<file path="src/rtl/core/lidar_scan_packet_decoder_defines.svh">
// Assertion macros shared by the lidar scan decoder RTL.
`ifndef LIDAR_SCAN_PACKET_DECODER_DEFINES_SVH
`define LIDAR_SCAN_PACKET_DECODER_DEFINES_SVH

// Checked on every rising edge of clk, muted while rst is high.
`define LSPD_ASSERT(label, prop, msg) \
  label: assert property (@(posedge clk) disable iff (rst) (prop)) else $error(msg);

// Checked on every rising edge of clk, reset included.
`define LSPD_ASSERT_ALWAYS(label, prop, msg) \
  label: assert property (@(posedge clk) (prop)) else $error(msg);

`endif

</file>
<file path="src/rtl/core/lspd_pkg.sv">
// Types, codes and constants of the lidar scan decoder.
package lspd_pkg;

  localparam int HEADER_BYTES_DEF = 7;
  localparam int REC_BYTES        = 5;
  localparam int REC_CNT_W        = 3;
  localparam int REC_IDX_W        = 2;

  localparam logic [7:0]  CMD_FLAG   = 8'hA5;
  localparam logic [7:0]  CMD_SCAN   = 8'h20;
  localparam logic [7:0]  CMD_STOP   = 8'h25;
  localparam logic [15:0] ANGLE_FULL = 16'd23040;

  localparam logic [5:0]  MIN_QUALITY_RST  = 6'd10;
  localparam logic [15:0] MIN_DISTANCE_RST = 16'd40;

  localparam int CFG_IDX_W  = 1;
  localparam int CFG_DATA_W = 16;
  localparam logic [CFG_IDX_W-1:0] CFG_MIN_QUALITY  = 1'd0;
  localparam logic [CFG_IDX_W-1:0] CFG_MIN_DISTANCE = 1'd1;

  typedef enum logic [1:0] {
    FUNC_BYTE  = 2'd0,
    FUNC_START = 2'd1,
    FUNC_STOP  = 2'd2
  } func_t;

  typedef enum logic {
    KIND_MEAS = 1'b0,
    KIND_TX   = 1'b1
  } kind_t;

  typedef struct packed {
    kind_t             kind;
    logic [7:0]        tx_byte;
    logic [5:0]        quality;
    logic signed [15:0] angle;
    logic [15:0]       distance;
    logic              motor_on;
    logic              last;
  } res_t;

endpackage

</file>
<file path="src/rtl/core/lspd_rec_decode.sv">
// Measurement record decode and threshold filter.
module lspd_rec_decode (
  input  logic [7:0]       rec_bytes [lspd_pkg::REC_BYTES-1],
  input  logic [7:0]       final_byte,
  input  logic [5:0]       min_quality,
  input  logic [15:0]      min_distance,
  output lspd_pkg::res_t   meas,
  output logic             keep
);
  import lspd_pkg::*;

  logic [14:0] raw_angle;
  logic [15:0] dist_val;
  logic [5:0]  qual;

  always_comb begin
    qual      = rec_bytes[0][7:2];
    raw_angle = {rec_bytes[2], rec_bytes[1][7:1]};
    dist_val  = {final_byte, rec_bytes[3]};
    keep      = (qual >= min_quality) && (dist_val >= min_distance);

    meas          = '0;
    meas.kind     = KIND_MEAS;
    meas.tx_byte  = 8'd0;
    meas.quality  = qual;
    meas.angle    = $signed(ANGLE_FULL - {1'b0, raw_angle});
    meas.distance = dist_val;
    meas.motor_on = 1'b1;
    meas.last     = 1'b1;
  end

endmodule

</file>
<file path="src/rtl/core/lidar_scan_packet_decoder.sv">
// Top level of the lidar scan link decoder.
//
// Slave stream: s_tuser carries the function (received byte, start, stop),
// s_tdata the received byte. Master stream: one result per transfer, either
// a command byte to send to the sensor (m_tuser = 1) or a decoded
// measurement (m_tuser = 0); m_tlast marks the final result of an input.
// Configuration: cfg_we writes cfg_data into register cfg_index
// (0 minimum quality, 1 minimum distance) on the clock edge.
// A result sits in the output register in the cycle after the input
// transfer. Received bytes go at one per cycle while the receiver takes
// each result; a start while stopped or a stop while scanning gives two
// command bytes and holds the input off until the second byte moves from
// the hold register into the output register. The hold register behind
// the output register is one deep.
// Reset: stopped, motor off, counters clear, thresholds 10 and 40.
// A stalled receiver keeps the output and hold registers full; input ready
// drops once the hold register is occupied, and a byte that yields at most
// one result is still taken in the cycle the output is drained.
`include "lidar_scan_packet_decoder_defines.svh"

module lidar_scan_packet_decoder #(
  parameter int HEADER_BYTES = lspd_pkg::HEADER_BYTES_DEF
) (
  input  logic                               clk,
  input  logic                               rst,
  input  logic                               s_tvalid,
  output logic                               s_tready,
  input  logic [7:0]                         s_tdata,  // rx_byte[7:0]
  input  logic [1:0]                         s_tuser,  // func[1:0]
  output logic                               m_tvalid,
  input  logic                               m_tready,
  // tx_byte[7:0], quality[13:8], angle[29:14], distance[45:30],
  // motor_on[46], zero[47]
  output logic [47:0]                        m_tdata,
  output logic                               m_tuser,  // kind[0]
  output logic                               m_tlast,
  input  logic                               cfg_we,
  input  logic [lspd_pkg::CFG_IDX_W-1:0]     cfg_index,
  input  logic [lspd_pkg::CFG_DATA_W-1:0]    cfg_data
);
  import lspd_pkg::*;

  localparam int HDR_W = (HEADER_BYTES < 1) ? 1 : $clog2(HEADER_BYTES + 1);
  localparam logic [HDR_W-1:0] HDR_LAST = HDR_W'(HEADER_BYTES);

  logic [5:0]           min_quality;
  logic [15:0]          min_distance;
  logic                 scanning, scanning_next;
  logic [HDR_W-1:0]     header_count, header_count_next;
  logic [REC_CNT_W-1:0] record_count, record_count_next;
  logic [7:0]           record_bytes [REC_BYTES-1];

  res_t out_res, pend_res;
  logic out_valid, pend_valid;

  res_t res0, res1;
  logic [1:0] n_res;
  logic rec_wr;
  res_t meas;
  logic keep;
  logic s_fire, m_fire;

  assign s_tready = !pend_valid && (!out_valid || m_tready);
  assign s_fire   = s_tvalid && s_tready;
  assign m_fire   = m_tvalid && m_tready;

  lspd_rec_decode u_rec_decode (
    .rec_bytes    (record_bytes),
    .final_byte   (s_tdata),
    .min_quality  (min_quality),
    .min_distance (min_distance),
    .meas         (meas),
    .keep         (keep)
  );

  always_comb begin
    scanning_next     = scanning;
    header_count_next = header_count;
    record_count_next = record_count;
    rec_wr            = 1'b0;
    n_res             = 2'd0;
    res0              = '0;
    res1              = '0;
    res0.kind         = KIND_TX;
    res0.tx_byte      = CMD_FLAG;
    res1.kind         = KIND_TX;
    res1.last         = 1'b1;
    case (s_tuser)
      FUNC_START: begin
        if (!scanning) begin
          scanning_next     = 1'b1;
          header_count_next = '0;
          record_count_next = '0;
          n_res             = 2'd2;
          res0.motor_on     = 1'b1;
          res1.motor_on     = 1'b1;
          res1.tx_byte      = CMD_SCAN;
        end
      end
      FUNC_STOP: begin
        if (scanning) begin
          scanning_next = 1'b0;
          n_res         = 2'd2;
          res1.tx_byte  = CMD_STOP;
        end
      end
      FUNC_BYTE: begin
        if (scanning) begin
          if (header_count < HDR_LAST) begin
            header_count_next = header_count + 1'b1;
          end else if (record_count < REC_CNT_W'(REC_BYTES - 1)) begin
            rec_wr            = 1'b1;
            record_count_next = record_count + 1'b1;
          end else begin
            record_count_next = '0;
            if (keep) begin
              n_res = 2'd1;
              res0  = meas;
            end
          end
        end
      end
      default: begin
      end
    endcase
  end

  always_ff @(posedge clk) begin
    if (rst) begin
      min_quality  <= MIN_QUALITY_RST;
      min_distance <= MIN_DISTANCE_RST;
    end else if (cfg_we) begin
      case (cfg_index)
        CFG_MIN_QUALITY:  min_quality  <= cfg_data[5:0];
        CFG_MIN_DISTANCE: min_distance <= cfg_data[15:0];
        default: begin
        end
      endcase
    end
  end

  always_ff @(posedge clk) begin
    if (rst) begin
      scanning     <= 1'b0;
      header_count <= '0;
      record_count <= '0;
    end else if (s_fire) begin
      scanning     <= scanning_next;
      header_count <= header_count_next;
      record_count <= record_count_next;
    end
  end

  always_ff @(posedge clk) begin
    if (s_fire && rec_wr) begin
      record_bytes[record_count[REC_IDX_W-1:0]] <= s_tdata;
    end
  end

  // Output register plus one hold slot for the second command byte.
  always_ff @(posedge clk) begin
    if (rst) begin
      out_valid  <= 1'b0;
      pend_valid <= 1'b0;
    end else begin
      if (pend_valid) begin
        if (m_fire) begin
          out_res    <= pend_res;
          pend_valid <= 1'b0;
        end
      end else if (s_fire && n_res != 2'd0) begin
        out_valid <= 1'b1;
        out_res   <= res0;
        if (n_res == 2'd2) begin
          pend_valid <= 1'b1;
          pend_res   <= res1;
        end
      end else if (m_fire) begin
        out_valid <= 1'b0;
      end
    end
  end

  assign m_tvalid = out_valid;
  assign m_tdata  = {1'b0, out_res.motor_on, out_res.distance, out_res.angle,
                     out_res.quality, out_res.tx_byte};
  assign m_tuser  = out_res.kind;
  assign m_tlast  = out_res.last;

  `LSPD_ASSERT_ALWAYS(a_pend_needs_out, pend_valid |-> out_valid, "hold slot full, output empty")
  `LSPD_ASSERT(a_pend_blocks_in, pend_valid |-> !s_tready, "input taken while hold slot full")
  `LSPD_ASSERT(a_pend_is_cmd, pend_valid |-> (pend_res.kind == KIND_TX && pend_res.last), "hold slot not a final command byte")
  `LSPD_ASSERT(a_meas_form, (out_valid && out_res.kind == KIND_MEAS) |-> (out_res.last && out_res.motor_on), "measurement without last or motor")
  `LSPD_ASSERT(a_start_scans, (s_fire && s_tuser == FUNC_START) |=> scanning, "start did not enter scanning")

endmodule
</file>
<file path="config.mk">
export PLATFORM = sky130hd
export DESIGN_NAME = lidar_scan_packet_decoder
export DESIGN_NICKNAME = d
export VERILOG_FILES = /design/src/rtl/core/lspd_pkg.sv /design/src/rtl/core/lspd_rec_decode.sv /design/src/rtl/core/lidar_scan_packet_decoder.sv
export VERILOG_INCLUDE_DIRS = /design/src /design/src/rtl/core
export SDC_FILE = /design/constraint.sdc
export NUM_CORES = 1
export LEC_CHECK = 0
export ABC_CLOCK_PERIOD_IN_PS = 4800
export BUFFER_PORTS_ARGS = -buffer_cell sky130_fd_sc_hd__buf_2
export CAP_MARGIN = 5
export CORE_ASPECT_RATIO = 0.9
export CORE_MARGIN = 2
export CORE_UTILIZATION = 50
export DETAILED_ROUTE_END_ITERATION = 8
export GPL_TIMING_DRIVEN = 0
export PLACE_DENSITY_LB_ADDON = 0.08
export SYNTH_ARGS = -nofsm -noshare
export SYNTH_HDL_FRONTEND = slang
export SYNTH_SLANG_ARGS = --single-unit
</file>
<file path="constraint.sdc">
create_clock -name clk -period 4.8 [get_ports clk]
set_clock_uncertainty 0.2 [all_clocks]
set_input_delay 0.48 -clock clk [delete_from_list [all_inputs] [get_ports clk]]
set_output_delay 0.48 -clock clk [all_outputs]
set_load 0.05 [all_outputs]
</file>
==> reports/metrics.cfg <==
[setup_path]
required_ns = 4.69
cp_data_arrival_time_ns = 3.05
worstSetupPathType = reg2reg
endpoint_kind = flip-flop
critical_path_peak_fanout = 31
critPathLaunchType = flip-flop
r2r_slack_ns = 1.64

[place]
placed_cell_area_sq_um = 5436
place_congestion = 0.8202
pre_cts_slack_ns = 1.590
hpwl_microns = 6922
io_buffers = 78

[clock_network]
cts_buffers = 9
clockRootBuffer = clkbuf_8
insertion_delay_ns = 0.37
cts_max_level = 3
cts_tree = done
cts_setup_buffers = 0
ctsHoldBuffers = 0
cts_sinks = 107
cts.path.max_buffers = 2
ctsResizeCount = 0
clkTransAtPathRegs_ns = 0.11

[power]
leakage_uw = 0.002166
p_per_area_nw_per_um2 = 315.9
ir_drop_mv = 0.1768

[routing]
ant_nets = 0
drtPass1Iterations = 4
dr_total_vias = 3276
routedWlPerCell_microns = 14.33
vias_per_cell = 5.048
finalWirelength_microns = 9303
met1_length_microns = 4527
first_iter_violations = 132
dr_wl_met3_microns = 520
topRoutingLayerUsed = met4
drc = 0
wl_met2_microns = 4130

[sta]
relSlewSlack_pct = 57.04
drv_slew = 0
tightest_slew_ns = 0.6402
setup_violations = 0
fin_setup_tns_ns = 0
period_needed_ns = 3.160
fin_crit_sh_pct = 65.84
hold_slack_ns = 0.1385
rsz0062_at_grt = no
timing.final.ws_setup_ns = 1.640
fmax_ghz = 0.3164
hold_violations = 0

[logic_synthesis]
syn_avg_cell_area_sq_um = 11.41
synthCells = 424
ys.flop_type = edfxtp_1
synth_edf_count = 76
ys_async_sr_fraction_pct = 0
yosysWarnings = 0
synth-seq-cells = 107
ys_types = 52
yosysSeqAreaShare_pct = 59.99
synth.cell_area_sq_um = 4838

[global_routing]
grt_usage_pct = 18.79
grt_pass1_vias = 2990
antenna_found_initial = 0
gr-total-overflow = 0
grt_max_degree = 32
grt_pass1_wl_microns = 14990

[die]
die-area_sq_um = 10480
initial_utilization_pct = 50.77
die_x_microns = 107.7
chipHeight_microns = 97.32
boundaryPins = 84
rows = 34
design.core.area_sq_um = 9529

[finish]
final_area_sq_um = 5663
antennaDiodeCount = 0
syn2layout_area_growth_pct = 17.04
drive_gt1_share_pct = 21.80
nets = 582

[outcome]
status = finished, final reports clean

[worst_hold_path]
min_path_type = in2reg

[flow_run]
maxCapViolCount = 0

## worst paths after layout
kind,from,endpoint,depth (start not counted)
worst max register to register,record_bytes[28],m_tdata[35],8
worst min-delay path,cfg_data[8],min_distance[8],3
worst max-delay path,record_bytes[28],m_tdata[35],8
worst min register to register,min_distance[10],min_distance[10],2
## flip-flops by register name, summed over array words and instances (netlist names)
name / count
pend_valid: 1
min_distance: 16
header_count: 3
pend_res: 3
m_tlast: 1
m_tvalid: 1
m_tdata: 42
record_count: 3
scanning: 1
min_quality: 6
m_tuser: 1
record_bytes: 29
## cell usage after synthesis, drive strengths merged, types with 6 or more instances
library cell  count  share of area (%)
a21oi            34                3.7
and2             30                3.9
buf               9                1.2
clkbuf            9               0.96
dfxtp            31                 13
edfxtp           76                 47
ha               32                8.3
inv              35                2.7
nand2            48                3.8
nor2             36                2.8
nor2b             6               0.78
o21ai            14                1.4
xnor2             6                1.1
## worst max-delay path: stages (launching register included)
cell and delay (ns):
edfxtp_1 0.43, ha_1 0.31, nand2_1 0.05, o21ai_0 0.15, nand4_1 0.16, a221oi_1 0.40, o21ai_1 0.32, a31oi_4 0.57
buf_12 0.27
## cell families (layout without fill, tap and decap cells)
family                   Yosys count  in the layout  share of synthesized area, %
other                              1              5                       0.07751
buffers and inverters             53            148                         4.835
flip-flops                       107            107                         59.99
adder cells (fa/ha/maj)           32             32                         8.275
XOR/XNOR                          10             10                         1.810
AND/OR/NAND/NOR                  145            145                         15.08
AO/OA/AOI/OAI                     73             73                         9.310
multiplexers                       3              3                        0.6207
## where the power goes
group | internal (uW) | switching, uW
Sequential | 1010 | 8.92
Combinational | 51.3 | 120
Clock | 260 | 342
## stage by stage
| stage | total power (uW) | instances | utilization (%) |
|---|---|---|---|
| final | 1789 | 649 | 59.43 |
| after CTS | 1805 | 649 | 59.43 |
| after global routing | 1856 | 649 | 59.43 |
| after detailed placement | 1209 | 633 | 57.05 |
| after global placement | 1204 | 632 | 56.68 |
| after floorplan | 1156 | 428 | - |
## cells in the final DEF (no fill, tap or decap), types with 10 or more instances in the layout
| cell | Yosys | layout |
|---|---|---|
| ha_1 | 32 | 32 |
| inv_1 | 34 | 34 |
| buf_2 | 0 | 78 |
| clkbuf_8 | 1 | 10 |
| dfxtp_1 | 31 | 31 |
| and2_1 | 29 | 29 |
| o21ai_0 | 12 | 12 |
| nand2_1 | 47 | 47 |
| edfxtp_1 | 76 | 76 |
| nor2_1 | 35 | 35 |
| a21oi_1 | 33 | 33 |
## final cells by class
class | count | area (sq um)
sequential | 107 | 2903
timing repair buffer | 79 | 410.4
clock buffer | 9 | 123.9
fill | 814 | 3866
multi-input combinational | 268 | 1732
inverter | 35 | 131.4
clock inverter | 7 | 102.6
tap | 126 | 157.7
buffer | 18 | 102.6
## routing by layer
metal | vias to the layer above | track usage (%)
met1 | 1520 | 27.16
met2 | 88 | 28.69
met5 | - | 0
met4 | 0 | 5.325
li1 | 1659 | -
met3 | 9 | 4.091
Power figures use the tool's default switching activity.
